`src/rtl/ik2tb_pkg.sv`:
```
// Package for the interleaved k2-tree builder: default sizes, codes, the
// result word type and the constant functions that size the tree.
// No dependencies.
`default_nettype none

package ik2tb_pkg;

  localparam int GridDefault      = 16;
  localparam int BranchDefault    = 2;
  localparam int SnapshotsDefault = 4;

  localparam int WordW  = 64;
  localparam int CountW = 7;
  localparam int CfgW   = 3;

  // Configuration register indexes.
  localparam logic CFG_SNAP_COUNT = 1'b0;
  localparam logic CFG_DIFF_MODE  = 1'b1;

  localparam logic [CfgW-1:0] SnapCountReset = 3'd4;

  // Input opcodes.
  localparam logic OP_LOAD  = 1'b0;
  localparam logic OP_BUILD = 1'b1;

  typedef struct packed {
    logic [WordW-1:0]  word;
    logic [CountW-1:0] count;
    logic              section;
  } pword_t;

  function automatic int ipow(input int b, input int e);
    int r;
    r = 1;
    for (int k = 0; k < e; k++) begin
      r = r * b;
    end
    return r;
  endfunction

  // Number of tree levels: the smallest exponent of the branching factor
  // whose power covers the grid, at least one level.
  function automatic int calc_depth(input int g, input int b);
    int side;
    int d;
    side = 1;
    d = 0;
    while (side < g) begin
      side = side * b;
      d++;
    end
    if (d == 0) begin
      d = 1;
    end
    return d;
  endfunction

  // First entry of level lvl (root is level 1) in a level-major node table.
  function automatic int level_base(input int kk, input int lvl);
    int r;
    r = 0;
    for (int l = 1; l < lvl; l++) begin
      r = r + ipow(kk, l - 1);
    end
    return r;
  endfunction

endpackage

`default_nettype wire

```
`src/rtl/interleaved_k2_tree_builder_unit.sv`:
```
// Interleaved k2-tree builder: adjacency bit store, node occupancy table,
// bottom-up occupancy pass and top-down emission packer.
// Depends on ik2tb_pkg.
`default_nettype none

// Channel   Direction  Handshake                 Payload
// in        sink       in_valid_i / in_stall_o   opcode, snapshot, row, column, edge_req
// out       source     out_valid_o / out_stall_i word, bit_count, section, last_word
// cfg       sink       cfg_valid_i / cfg_ready_o cfg_index_i, cfg_data_i
//
// A load transfer is written into the adjacency memory in the cycle it is
// taken, so loads stream at one per cycle. A build holds the input stalled;
// each memory read has a read state and a use state. The occupancy pass
// visits every cell and every node below the root, then emission visits
// each node and each child of a nonempty node; a stalled output holds
// emission. Reset clears the adjacency valid bits at once, so no clearing
// pass is needed. Output words pass through a one-word hold stage so the
// final word can be flagged.

module interleaved_k2_tree_builder_unit
  import ik2tb_pkg::*;
#(
  parameter int GRID      = GridDefault,
  parameter int BRANCH    = BranchDefault,
  parameter int SNAPSHOTS = SnapshotsDefault
) (
  input  wire logic              clk_i,
  input  wire logic              rst_ni,

  input  wire logic              in_valid_i,
  output logic                   in_stall_o,
  input  wire logic              opcode_i,
  input  wire logic [1:0]        snapshot_i,
  input  wire logic [3:0]        row_i,
  input  wire logic [3:0]        column_i,
  input  wire logic              edge_req_i,

  output logic                   out_valid_o,
  input  wire logic              out_stall_i,
  output logic [WordW-1:0]       word_o,
  output logic [CountW-1:0]      bit_count_o,
  output logic                   section_o,
  output logic                   last_word_o,

  input  wire logic              cfg_valid_i,
  output logic                   cfg_ready_o,
  input  wire logic              cfg_index_i,
  input  wire logic [CfgW-1:0]   cfg_data_i
);

  localparam int KK         = BRANCH * BRANCH;
  localparam int DEPTH      = calc_depth(GRID, BRANCH);
  localparam int SIDE       = ipow(BRANCH, DEPTH);
  localparam int NODES      = level_base(KK, DEPTH + 1);
  localparam int LEAF_NODES = ipow(KK, DEPTH - 1);
  localparam int LVL_W      = $clog2(DEPTH + 1);
  localparam int NODE_W     = (LEAF_NODES > 1) ? $clog2(LEAF_NODES) : 1;
  localparam int KID_W      = $clog2(KK);
  localparam int OADDR_W    = (NODES > 1) ? $clog2(NODES) : 1;
  localparam int CADDR_W    = $clog2(NODES + 1);
  localparam int DIG_W      = $clog2(BRANCH);
  localparam int POS_W      = $clog2(SIDE);
  localparam int ADJ_DEPTH  = GRID * GRID;
  localparam int ADJ_W      = $clog2(ADJ_DEPTH);
  localparam int SI_W       = (SNAPSHOTS > 1) ? $clog2(SNAPSHOTS) : 1;
  localparam int SC_W       = $clog2(SNAPSHOTS + 1);
  localparam int EXT_W      = WordW + SNAPSHOTS;
  localparam int FILL_W     = $clog2(WordW);

  typedef enum logic [10:0] {
    ST_IDLE   = 11'b000_0000_0001,
    ST_LRD    = 11'b000_0000_0010,
    ST_LUS    = 11'b000_0000_0100,
    ST_URD    = 11'b000_0000_1000,
    ST_UUS    = 11'b000_0001_0000,
    ST_ENRD   = 11'b000_0010_0000,
    ST_ENUS   = 11'b000_0100_0000,
    ST_ECRD   = 11'b000_1000_0000,
    ST_ECUS   = 11'b001_0000_0000,
    ST_EFLUSH = 11'b010_0000_0000,
    ST_EFIN   = 11'b100_0000_0000
  } state_e;

  // The empty-graph result and the normal end of emission share the final state.
  typedef enum logic [1:0] {
    FIN_NONE  = 2'b01,
    FIN_EMPTY = 2'b10
  } fin_e;

  state_e state_q, state_d;
  fin_e   fin_q, fin_d;

  logic [CfgW-1:0]        cnt_q, cnt_d;
  logic                   diff_q, diff_d;

  logic [LVL_W-1:0]       lvl_q, lvl_d;
  logic [NODE_W-1:0]      node_q, node_d;
  logic [KID_W-1:0]       kid_q, kid_d;
  logic [CADDR_W-1:0]     naddr_q, naddr_d;
  logic [CADDR_W-1:0]     caddr_q, caddr_d;
  logic [SNAPSHOTS-1:0]   acc_q, acc_d;
  logic [SNAPSHOTS-1:0]   nocc_q, nocc_d;
  logic [DIG_W-1:0]       di_q [DEPTH];
  logic [DIG_W-1:0]       dj_q [DEPTH];
  logic [DIG_W-1:0]       di_d [DEPTH];
  logic [DIG_W-1:0]       dj_d [DEPTH];
  logic [WordW-1:0]       pack_q, pack_d;
  logic [FILL_W-1:0]      fill_q, fill_d;

  pword_t                 hold_q, hold_d;
  logic                   hold_v_q, hold_v_d;
  pword_t                 out_q, out_d;
  logic                   out_last_q, out_last_d;
  logic                   out_v_q, out_v_d;

  // Memories.
  logic [SNAPSHOTS-1:0]   adj_mem [ADJ_DEPTH];
  logic [ADJ_DEPTH-1:0]   adj_vld_q;
  logic [SNAPSHOTS-1:0]   adj_rd_q;
  logic                   vld_rd_q;
  logic                   inr_q;
  logic [SNAPSHOTS-1:0]   occ_mem [NODES];
  logic [SNAPSHOTS-1:0]   occ_rd_q;

  logic                   in_take;
  logic                   ld_we;
  logic [ADJ_W-1:0]       ld_adr;
  logic [SI_W-1:0]        ld_snap;
  logic [SNAPSHOTS-1:0]   ld_word;

  logic [POS_W-1:0]       cell_row;
  logic [POS_W-1:0]       cell_col;
  logic                   cell_inr;
  logic [ADJ_W-1:0]       cell_adr;
  logic                   adj_re;
  logic                   occ_re;
  logic [OADDR_W-1:0]     occ_ra;
  logic                   occ_we;
  logic [OADDR_W-1:0]     occ_wa;
  logic [SNAPSHOTS-1:0]   occ_wd;

  logic [SC_W-1:0]        snaps_used;
  logic [SNAPSHOTS-1:0]   snap_mask;
  logic [SNAPSHOTS-1:0]   raw;
  logic [SNAPSHOTS-1:0]   cellv;
  logic [SNAPSHOTS-1:0]   childv;
  logic [SNAPSHOTS-1:0]   sel;
  logic [SNAPSHOTS-1:0]   tmp_bits;
  logic [SC_W-1:0]        tmp_cnt;
  logic [EXT_W-1:0]       ext;
  logic [CountW-1:0]      new_fill;
  logic [SNAPSHOTS-1:0]   acc_nx;

  logic [NODE_W-1:0]      nlast;
  logic [CADDR_W-1:0]     base_cur;
  logic [CADDR_W-1:0]     base_dn;
  logic                   is_leaf;
  logic                   is_root;
  logic                   node_last;
  logic                   kid_last;
  logic                   out_free;
  logic                   room;
  logic                   adv;
  logic                   start_emit;
  logic                   prod_v;
  pword_t                 prod;

  logic [DIG_W-1:0]       st_di [DEPTH];
  logic [DIG_W-1:0]       st_dj [DEPTH];
  logic [DIG_W-1:0]       sk_di [DEPTH];
  logic [DIG_W-1:0]       sk_dj [DEPTH];

  assign in_stall_o  = (state_q != ST_IDLE);
  assign cfg_ready_o = 1'b1;
  assign out_valid_o = out_v_q;
  assign word_o      = out_q.word;
  assign bit_count_o = out_q.count;
  assign section_o   = out_q.section;
  assign last_word_o = out_last_q;

  // Load path.
  assign in_take = in_valid_i && !in_stall_o;
  assign ld_snap = snapshot_i[SI_W-1:0];
  assign ld_adr  = ADJ_W'(int'(row_i) * GRID + int'(column_i));
  assign ld_word = SNAPSHOTS'(edge_req_i) << ld_snap;
  assign ld_we   = in_take && (opcode_i == OP_LOAD) && (int'(snapshot_i) < SNAPSHOTS) &&
                   (int'(row_i) < GRID) && (int'(column_i) < GRID);

  // Level-dependent constants and the cell position of the digit counter.
  always_comb begin
    nlast    = '0;
    base_cur = '0;
    base_dn  = '0;
    for (int k = 1; k <= DEPTH; k++) begin
      if (lvl_q == LVL_W'(k)) begin
        nlast    = NODE_W'(ipow(KK, k - 1) - 1);
        base_cur = CADDR_W'(level_base(KK, k));
        base_dn  = CADDR_W'(level_base(KK, k - 1));
      end
    end
    cell_row = '0;
    cell_col = '0;
    for (int k = 0; k < DEPTH; k++) begin
      cell_row = cell_row + POS_W'(di_q[k]) * POS_W'(ipow(BRANCH, DEPTH - 1 - k));
      cell_col = cell_col + POS_W'(dj_q[k]) * POS_W'(ipow(BRANCH, DEPTH - 1 - k));
    end
  end

  assign cell_inr  = (int'(cell_row) < GRID) && (int'(cell_col) < GRID);
  assign cell_adr  = ADJ_W'(int'(cell_row) * GRID + int'(cell_col));
  assign is_leaf   = (lvl_q == LVL_W'(DEPTH));
  assign is_root   = (lvl_q == LVL_W'(1));
  assign node_last = (node_q == nlast);
  assign kid_last  = (kid_q == KID_W'(KK - 1));
  assign out_free  = !out_v_q || !out_stall_i;
  assign room      = !hold_v_q || out_free;

  // Digit counter: one step per cell, or a skip over a whole leaf node.
  always_comb begin
    logic c_st;
    logic c_sk;
    c_st = 1'b1;
    c_sk = 1'b1;
    for (int k = 0; k < DEPTH; k++) begin
      st_di[k] = di_q[k];
      st_dj[k] = dj_q[k];
      sk_di[k] = di_q[k];
      sk_dj[k] = dj_q[k];
    end
    for (int k = DEPTH - 1; k >= 0; k--) begin
      if (c_st) begin
        if (dj_q[k] == DIG_W'(BRANCH - 1)) begin
          st_dj[k] = '0;
          if (di_q[k] == DIG_W'(BRANCH - 1)) begin
            st_di[k] = '0;
          end else begin
            st_di[k] = di_q[k] + 1'b1;
            c_st = 1'b0;
          end
        end else begin
          st_dj[k] = dj_q[k] + 1'b1;
          c_st = 1'b0;
        end
      end
      if (c_sk && (k <= DEPTH - 2)) begin
        if (dj_q[k] == DIG_W'(BRANCH - 1)) begin
          sk_dj[k] = '0;
          if (di_q[k] == DIG_W'(BRANCH - 1)) begin
            sk_di[k] = '0;
          end else begin
            sk_di[k] = di_q[k] + 1'b1;
            c_sk = 1'b0;
          end
        end else begin
          sk_dj[k] = dj_q[k] + 1'b1;
          c_sk = 1'b0;
        end
      end
    end
  end

  // Snapshot selection, difference coding and bit compaction.
  always_comb begin
    if (cnt_q == '0) begin
      snaps_used = SC_W'(1);
    end else if (int'(cnt_q) > SNAPSHOTS) begin
      snaps_used = SC_W'(SNAPSHOTS);
    end else begin
      snaps_used = SC_W'(cnt_q);
    end
    for (int m = 0; m < SNAPSHOTS; m++) begin
      snap_mask[m] = (SC_W'(m) < snaps_used);
    end
    raw = vld_rd_q ? adj_rd_q : '0;
    for (int m = 0; m < SNAPSHOTS; m++) begin
      if (m > 0) begin
        cellv[m] = raw[m] ^ (diff_q & raw[(m > 0) ? m - 1 : 0]);
      end else begin
        cellv[m] = raw[m];
      end
    end
    cellv  = cellv & snap_mask & {SNAPSHOTS{inr_q}};
    childv = is_leaf ? cellv : occ_rd_q;
    sel    = (is_root ? {SNAPSHOTS{1'b1}} : nocc_q) & snap_mask;
    tmp_bits = '0;
    tmp_cnt  = '0;
    for (int m = 0; m < SNAPSHOTS; m++) begin
      if (sel[m]) begin
        tmp_bits[tmp_cnt[SI_W-1:0]] = childv[m];
        tmp_cnt = tmp_cnt + 1'b1;
      end
    end
    ext      = EXT_W'(pack_q) | (EXT_W'(tmp_bits) << fill_q);
    new_fill = CountW'(fill_q) + CountW'(tmp_cnt);
  end

  // Sequencer.
  always_comb begin
    state_d    = state_q;
    fin_d      = fin_q;
    cnt_d      = cnt_q;
    diff_d     = diff_q;
    lvl_d      = lvl_q;
    node_d     = node_q;
    kid_d      = kid_q;
    naddr_d    = naddr_q;
    caddr_d    = caddr_q;
    acc_d      = acc_q;
    nocc_d     = nocc_q;
    pack_d     = pack_q;
    fill_d     = fill_q;
    hold_d     = hold_q;
    hold_v_d   = hold_v_q;
    out_d      = out_q;
    out_last_d = out_last_q;
    out_v_d    = out_v_q;
    for (int k = 0; k < DEPTH; k++) begin
      di_d[k] = di_q[k];
      dj_d[k] = dj_q[k];
    end
    adj_re     = 1'b0;
    occ_re     = 1'b0;
    occ_ra     = naddr_q[OADDR_W-1:0];
    occ_we     = 1'b0;
    occ_wa     = naddr_q[OADDR_W-1:0];
    acc_nx     = acc_q | (is_leaf ? cellv : occ_rd_q);
    occ_wd     = acc_nx;
    adv        = 1'b0;
    start_emit = 1'b0;
    prod_v     = 1'b0;
    prod       = '0;

    if (cfg_valid_i) begin
      unique case (cfg_index_i)
        CFG_SNAP_COUNT: cnt_d  = cfg_data_i;
        CFG_DIFF_MODE:  diff_d = cfg_data_i[0];
        default:        cnt_d  = cnt_q;
      endcase
    end

    if (out_v_q && !out_stall_i) begin
      out_v_d = 1'b0;
    end

    unique case (state_q)
      ST_IDLE: begin
        if (in_take && (opcode_i == OP_BUILD)) begin
          lvl_d   = LVL_W'(DEPTH);
          node_d  = '0;
          kid_d   = '0;
          naddr_d = CADDR_W'(level_base(KK, DEPTH));
          acc_d   = '0;
          for (int k = 0; k < DEPTH; k++) begin
            di_d[k] = '0;
            dj_d[k] = '0;
          end
          state_d = ST_LRD;
        end
      end
      ST_LRD: begin
        adj_re  = 1'b1;
        state_d = ST_LUS;
      end
      ST_LUS: begin
        for (int k = 0; k < DEPTH; k++) begin
          di_d[k] = st_di[k];
          dj_d[k] = st_dj[k];
        end
        state_d = ST_LRD;
        if (kid_last) begin
          occ_we  = 1'b1;
          acc_d   = '0;
          kid_d   = '0;
          naddr_d = naddr_q + 1'b1;
          node_d  = node_q + 1'b1;
          if (node_last) begin
            node_d = '0;
            if (is_root) begin
              start_emit = 1'b1;
            end else begin
              lvl_d   = lvl_q - 1'b1;
              naddr_d = base_dn;
              caddr_d = base_cur;
              state_d = ST_URD;
            end
          end
        end else begin
          acc_d = acc_nx;
          kid_d = kid_q + 1'b1;
        end
      end
      ST_URD: begin
        occ_re  = 1'b1;
        occ_ra  = caddr_q[OADDR_W-1:0];
        state_d = ST_UUS;
      end
      ST_UUS: begin
        caddr_d = caddr_q + 1'b1;
        state_d = ST_URD;
        if (kid_last) begin
          occ_we  = 1'b1;
          acc_d   = '0;
          kid_d   = '0;
          naddr_d = naddr_q + 1'b1;
          node_d  = node_q + 1'b1;
          if (node_last) begin
            node_d = '0;
            if (is_root) begin
              start_emit = 1'b1;
            end else begin
              lvl_d   = lvl_q - 1'b1;
              naddr_d = base_dn;
              caddr_d = base_cur;
            end
          end
        end else begin
          acc_d = acc_nx;
          kid_d = kid_q + 1'b1;
        end
      end
      ST_ENRD: begin
        occ_re  = 1'b1;
        state_d = ST_ENUS;
      end
      ST_ENUS: begin
        nocc_d  = occ_rd_q;
        kid_d   = '0;
        state_d = ST_ECRD;
        if (occ_rd_q == '0) begin
          if (is_root) begin
            fin_d   = FIN_EMPTY;
            state_d = ST_EFIN;
          end else begin
            // Empty node: its children are passed over without reads.
            if (is_leaf) begin
              for (int k = 0; k < DEPTH; k++) begin
                di_d[k] = sk_di[k];
                dj_d[k] = sk_dj[k];
              end
            end else begin
              caddr_d = caddr_q + CADDR_W'(KK);
            end
            adv = 1'b1;
          end
        end
      end
      ST_ECRD: begin
        if (is_leaf) begin
          adj_re = 1'b1;
        end else begin
          occ_re = 1'b1;
          occ_ra = caddr_q[OADDR_W-1:0];
        end
        state_d = ST_ECUS;
      end
      ST_ECUS: begin
        if (room) begin
          if (new_fill[CountW-1]) begin
            prod_v       = 1'b1;
            prod.word    = ext[WordW-1:0];
            prod.count   = CountW'(WordW);
            prod.section = is_leaf;
            pack_d       = WordW'(ext >> WordW);
          end else begin
            pack_d = ext[WordW-1:0];
          end
          fill_d = new_fill[FILL_W-1:0];
          if (is_leaf) begin
            for (int k = 0; k < DEPTH; k++) begin
              di_d[k] = st_di[k];
              dj_d[k] = st_dj[k];
            end
          end else begin
            caddr_d = caddr_q + 1'b1;
          end
          if (kid_last) begin
            kid_d = '0;
            adv   = 1'b1;
          end else begin
            kid_d   = kid_q + 1'b1;
            state_d = ST_ECRD;
          end
        end
      end
      ST_EFLUSH: begin
        if (room) begin
          if (fill_q != '0) begin
            prod_v       = 1'b1;
            prod.word    = pack_q;
            prod.count   = CountW'(fill_q);
            prod.section = is_leaf;
          end
          pack_d = '0;
          fill_d = '0;
          if (is_leaf) begin
            fin_d   = FIN_NONE;
            state_d = ST_EFIN;
          end else begin
            lvl_d   = lvl_q + 1'b1;
            state_d = ST_ENRD;
          end
        end
      end
      ST_EFIN: begin
        if (fin_q == FIN_EMPTY) begin
          if (out_free) begin
            out_d         = '0;
            out_d.section = 1'b1;
            out_last_d    = 1'b1;
            out_v_d       = 1'b1;
            state_d       = ST_IDLE;
          end
        end else if (!hold_v_q) begin
          state_d = ST_IDLE;
        end else if (out_free) begin
          out_d      = hold_q;
          out_last_d = 1'b1;
          out_v_d    = 1'b1;
          hold_v_d   = 1'b0;
          state_d    = ST_IDLE;
        end
      end
      default: state_d = ST_IDLE;
    endcase

    // Move on to the next node of the level, or close the level.
    if (adv) begin
      naddr_d = naddr_q + 1'b1;
      node_d  = node_q + 1'b1;
      state_d = ST_ENRD;
      if (node_last) begin
        node_d = '0;
        if (is_leaf || (lvl_q == LVL_W'(DEPTH - 1))) begin
          state_d = ST_EFLUSH;
        end else begin
          lvl_d = lvl_q + 1'b1;
        end
      end
    end

    if (start_emit) begin
      lvl_d   = LVL_W'(1);
      node_d  = '0;
      kid_d   = '0;
      naddr_d = '0;
      caddr_d = CADDR_W'(level_base(KK, 2));
      pack_d  = '0;
      fill_d  = '0;
      for (int k = 0; k < DEPTH; k++) begin
        di_d[k] = '0;
        dj_d[k] = '0;
      end
      state_d = ST_ENRD;
    end

    // A new word pushes the held one out; the held word is the final one
    // only once the build ends.
    if (prod_v) begin
      if (hold_v_q) begin
        out_d      = hold_q;
        out_last_d = 1'b0;
        out_v_d    = 1'b1;
      end
      hold_d   = prod;
      hold_v_d = 1'b1;
    end
  end

  always_ff @(posedge clk_i or negedge rst_ni) begin
    if (!rst_ni) begin
      state_q   <= ST_IDLE;
      fin_q     <= FIN_NONE;
      cnt_q     <= SnapCountReset;
      diff_q    <= 1'b0;
      lvl_q     <= '0;
      node_q    <= '0;
      kid_q     <= '0;
      naddr_q   <= '0;
      caddr_q   <= '0;
      hold_v_q  <= 1'b0;
      out_v_q   <= 1'b0;
      adj_vld_q <= '0;
    end else begin
      state_q  <= state_d;
      fin_q    <= fin_d;
      cnt_q    <= cnt_d;
      diff_q   <= diff_d;
      lvl_q    <= lvl_d;
      node_q   <= node_d;
      kid_q    <= kid_d;
      naddr_q  <= naddr_d;
      caddr_q  <= caddr_d;
      hold_v_q <= hold_v_d;
      out_v_q  <= out_v_d;
      if (ld_we) begin
        adj_vld_q[ld_adr] <= 1'b1;
      end
    end
  end

  always_ff @(posedge clk_i) begin
    acc_q      <= acc_d;
    nocc_q     <= nocc_d;
    pack_q     <= pack_d;
    fill_q     <= fill_d;
    hold_q     <= hold_d;
    out_q      <= out_d;
    out_last_q <= out_last_d;
    for (int k = 0; k < DEPTH; k++) begin
      di_q[k] <= di_d[k];
      dj_q[k] <= dj_d[k];
    end
  end

  // Adjacency memory: a word per cell, one bit per snapshot. The first
  // write of a cell writes the whole word so unwritten snapshots read zero.
  always_ff @(posedge clk_i) begin
    if (ld_we) begin
      if (!adj_vld_q[ld_adr]) begin
        adj_mem[ld_adr] <= ld_word;
      end else begin
        adj_mem[ld_adr][ld_snap] <= edge_req_i;
      end
    end
    if (adj_re) begin
      adj_rd_q <= adj_mem[cell_adr];
      vld_rd_q <= adj_vld_q[cell_adr];
      inr_q    <= cell_inr;
    end
  end

  // Node occupancy memory, level-major, root at entry zero.
  always_ff @(posedge clk_i) begin
    if (occ_we) begin
      occ_mem[occ_wa] <= occ_wd;
    end
    if (occ_re) begin
      occ_rd_q <= occ_mem[occ_ra];
    end
  end

endmodule

`default_nettype wire
```
`config.mk`:
```
export PLATFORM = sky130hd
export DESIGN_NAME = interleaved_k2_tree_builder_unit
export DESIGN_NICKNAME = d
export VERILOG_FILES = /design/src/rtl/ik2tb_pkg.sv /design/src/rtl/interleaved_k2_tree_builder_unit.sv
export SDC_FILE = /design/constraint.sdc
export NUM_CORES = 2
export LEC_CHECK = 0
export BUFFER_PORTS_ARGS = -buffer_cell sky130_fd_sc_hd__buf_2
export CAP_MARGIN = 20
export CORE_UTILIZATION = 39
export CTS_BUF_LIST = sky130_fd_sc_hd__clkbuf_4 sky130_fd_sc_hd__clkbuf_8 sky130_fd_sc_hd__clkbuf_16
export DETAILED_ROUTE_END_ITERATION = 8
export PLACE_DENSITY = 0.65
export SLEW_MARGIN = 30
export SYNTH_ARGS = -nofsm -noshare
export SYNTH_HDL_FRONTEND = slang
export SYNTH_SLANG_ARGS = --single-unit
```
`constraint.sdc`:
```
create_clock -name clk_i -period 15.6 [get_ports clk_i]
set_clock_uncertainty 0.05 [all_clocks]
set_input_delay 0.78 -clock clk_i [delete_from_list [all_inputs] [get_ports clk_i]]
set_output_delay 0.78 -clock clk_i [all_outputs]
set_load 0.05 [all_outputs]
```
==> key figures <==
Worst setup path
  • CP arrival: between 6000 and 7000 ps
  • Crit Path Category: flop to flop
  • Critical path fanouts, max: between 70 and 80
  • Critical Path RT: between 15000 and 20000 ps
  • Startpoint types: flop
  • CP endpoint kind: flop
  • R2R cell count: 25

Clocking
  • Max Buffers Root-to-Sink: 3
  • CTS Buf Count: between 150 and 200
  • H-tree Lvls: 4
  • Clk slew on worst S/H paths: about 60 ps
  • Later-pin clock latency in the skew report: between 800 and 900 ps
  • Resized Gates After CTS: 0
  • CTS tree: done
  • Root Buffer: clkbuf_16
  • CTS sink count: ~1900

Min path
  • Hold Crit Class: input pin to flop
  • Hold depth: 2

Routing
  • DR DRC count: 0
  • First-pass iteration count of the detailed router: 6
  • Drt wl/cell: around 24 um
  • Final ANT Viol Nets: 0
  • Drt via density: between 5 and 6
  • Total Wirelength: 223800 um
  • Vias after detailed routing: around 55000
  • DR iter-0 viols: 6271

STA
  • RSZ-0062 raised after global routing: no
  • Slew @ Worst Pin: about 1100 ps
  • Final setup margin: about 9300 ps
  • Worst hold slack: 133.3 ps
  • Final Setup Violations: 0
  • Final hold vios: 0
  • Setup TNS: 0 ps
  • Final worst-path cycle share: ~40%
  • Relative slew slack: between 20% and 30%
  • Fmax achieved: between 0.15 and 0.2 GHz
  • Final Critical Period: 6279 ps
  • Slew Limit Fails: 0

Die
  • IO Pins: 97
  • Die ar.: between 200000 and 250000 um2
  • Starting Density: approximately 40%
  • Die Y: between 400 and 500 um
  • Die width: 471.3 um
  • Site row count: around 170
  • Placeable Area: 218000 um2

Power
  • Switching pwr: 2.859 mW
  • Clock power share: a little over 40%
  • PwrDens: ~120 nW/um2
  • Pint: between 8 and 9 mW
  • Switch share: about a quarter
  • Maximum vdd drop: roughly 0.096 mV
  • Gate power share: 11.3%
  • Reg power frac: between 40% and 50%
  • Leakage dissipation: between 30 and 40 nW

Synth
  • Mapped Area: about 86000 um2
  • YS warnings: 0
  • Async set-reset flop share out of synthesis: ~16%
  • Sequential area share after synthesis: 63.06%
  • Avg Cell Area, Syn: 13.24 um2
  • Mapped Cells: ~6500
  • Number of flops mapped to enable cells by yosys: 1453
  • Post-synth cell types: 81
  • Syn nets: 6530
  • Commonest register cell after synthesis: edfxtp_1
  • FF+latch count, synth: about 1900

GRT
  • Initial antenna violation count: 7
  • Total track usage: between 10% and 20%
  • Largest net degree at the start of global routing: about 190
  • GRT overflow: 0
  • Vias in the first global route: roughly 54000
  • First-pass GRT wire length: about 340000 um

Flow run
  • Max-Cap Viols: 0

Placement
  • I/O Buffers: 95
  • Routability cong.: just under 0.9
  • Pre-CTS setup slack: about 9400 ps
  • Cell total after placement: roughly 9100
  • Hpwl dp: 138500 um

Layout
  • Fin nets: 6481
  • Share of layout cells above drive strength 1: 17.77%
  • Final non-filler cell total: ~9500
  • P&R area growth vs syn: 11.58%

Status
  • Status: finished, final reports clean
layer usage:
layer  wire (um)  up-vias  global-route usage [%]
met2      104100     2512                   31.22
li1            -    24000                       -
met4        6916        2                   6.352
met5          11        -                       0
met3       19680      416                   3.745
met1       93060    28300                   28.00
metrics by stage:
stage | total power [mW] | utilization, % | cell area (um2)
after floorplan | 6.611 | - | 85890
after global placement | 6.980 | 40.73 | 88800
after detailed placement | 7.010 | 40.89 | 89140
after CTS | 11.67 | 43.87 | 95650
after global routing | 11.95 | 43.95 | 95830
final | 11.60 | 43.96 | 95840
worst paths after layout:
check                                        startpoint                        end  slack (ps)
worst min-delay path                      cfg_data_i[2]       cnt_q[2]$_DFFE_PN1P_         130
worst max register to register       lvl_q[1]$_DFF_PN0_         word_o[33]$_DFF_P_        9320
min in group asynchronous                        rst_ni  adj_vld_q[88]$_DFFE_PN0P_         340
worst min register to register  pack_q[38]$_SDFFE_PP0P_    pack_q[38]$_SDFFE_PP0P_         390
worst max-delay path                 lvl_q[1]$_DFF_PN0_         word_o[33]$_DFF_P_        9320
max in group asynchronous                        rst_ni   adj_vld_q[3]$_DFFE_PN0P_       13570
cells by family after synthesis:
logic type	synth area share (%)
AND/OR/NAND/NOR	13.41
flip-flops	63.06
AO/OA/AOI/OAI	6.526
multiplexers	13.82
buffers and inverters	2.744
adder cells (fa/ha/maj)	0.3438
XOR/XNOR	0.09177
other	0.004366
what timing repair did:
item	4_1_cts	5_1_grt
setup buffers	0	0
hold buffers	1	0
hold endpoints to repair	101	0
flip-flops by register name, indices dropped and copies added, names as in the netlist, 3 cells and up:
signal	count
adj_rd_q	4
pack_q	64
lvl_q	3
adj_vld_q	256
dj_q	4
naddr_q	7
adj_mem	1024
cnt_q	3
state_q	11
occ_mem	340
bit_count_o	7
caddr_q	7
acc_q	4
nocc_q	4
fill_q	6
node_q	6
hold_q	72
di_q	4
occ_rd_q	4
word_o	64
cell type report:
type | instances | area [um2]
fillers | 19340 | 122200
inverters | 28 | 107.6
clock inverters | 93 | 937.1
repair buffers | 215 | 1737
diodes | 5 | 12.51
flip-flops and latches | 1904 | 54180
multi-input cells | 4093 | 29730
well taps | 2854 | 3571
clock buffers | 274 | 5560
placed cells by master (no fill, tap or decap), drive strengths merged, types with 24 or more instances in the layout:
master	synthesis	routed
a211oi	109	109
a21oi	318	318
a311oi	36	36
and2	65	65
and3	87	87
buf	176	214
clkbuf	285	274
clkinv	0	65
dfrtp	297	297
dfxtp	151	151
edfxtp	1453	1453
inv	28	39
mux2i	29	29
mux4	507	507
nand2	595	595
nand2b	321	321
nand3	81	81
nor2	1291	1291
nor3	35	35
o21ai	236	236
o22ai	24	24
worst max-delay path, stage by stage, from the launching register on:
cell     delay [ps]
dfrtp_1         400
inv_1           100
ha_1            220
nor2b_1         130
buf_4           210
or2_2           300
inv_1           110
ha_1            260
xnor2_1         370
inv_1           120
ha_1            290
nand2_1          40
o21ai_0         100
inv_1            90
fa_1            410
nor2b_1         140
o21ai_0         160
nor2_1          350
nand3_1         220
inv_1           260
nor2_1          130
inv_4           360
nand2_4         460
buf_4           520
nor2_1          200
a21oi_1          60
power by group through the flow:
| stage | Clock [mW] | Sequential, mW | Combinational (mW) |
|---|---|---|---|
| 6_report | 4.69 | 5.59 | 1.32 |
| 5_1_grt | 4.95 | 5.60 | 1.40 |
| 4_1_cts | 4.76 | 5.60 | 1.31 |
| 3_5_place_dp | 0 | 5.71 | 1.30 |
| 3_3_place_gp | 0 | 5.70 | 1.28 |
| 2_1_floorplan | 0 | 5.67 | 0.937 |
synth_stat cells (7+ instances only):
master | n | area share, %
clkbuf_1 | 285 | 1.2
or3_1 | 15 | 0.11
nor2_1 | 1291 | 5.6
a21boi_0 | 10 | 0.087
nor4_1 | 15 | 0.11
or4_1 | 8 | 0.070
mux2_2 | 14 | 0.18
ha_1 | 22 | 0.32
o21ai_0 | 233 | 1.4
mux4_2 | 507 | 13
a22oi_1 | 17 | 0.15
edfxtp_1 | 1453 | 51
nand3_1 | 81 | 0.47
o22ai_1 | 24 | 0.17
a211oi_1 | 109 | 0.95
o21a_1 | 15 | 0.13
o32ai_1 | 9 | 0.092
a211o_1 | 9 | 0.092
buf_1 | 51 | 0.22
nand2_1 | 595 | 2.6
nor3_1 | 35 | 0.20
nand4_1 | 19 | 0.14
a22o_1 | 7 | 0.071
o211ai_1 | 14 | 0.12
mux2i_1 | 29 | 0.34
a31oi_1 | 8 | 0.058
a311oi_1 | 35 | 0.36
nand2b_1 | 321 | 2.3
dfxtp_1 | 151 | 3.5
o221ai_1 | 12 | 0.12
a21oi_1 | 314 | 1.8
and2_1 | 65 | 0.47
buf_2 | 63 | 0.37
nor2b_1 | 22 | 0.16
nor3b_1 | 12 | 0.10
inv_1 | 26 | 0.11
o2111ai_1 | 10 | 0.10
and3_1 | 87 | 0.63
dfrtp_1 | 297 | 8.7
buf_6 | 56 | 0.73
o21bai_1 | 17 | 0.15
No activity file was read; power rests on OpenSTA's default activity.
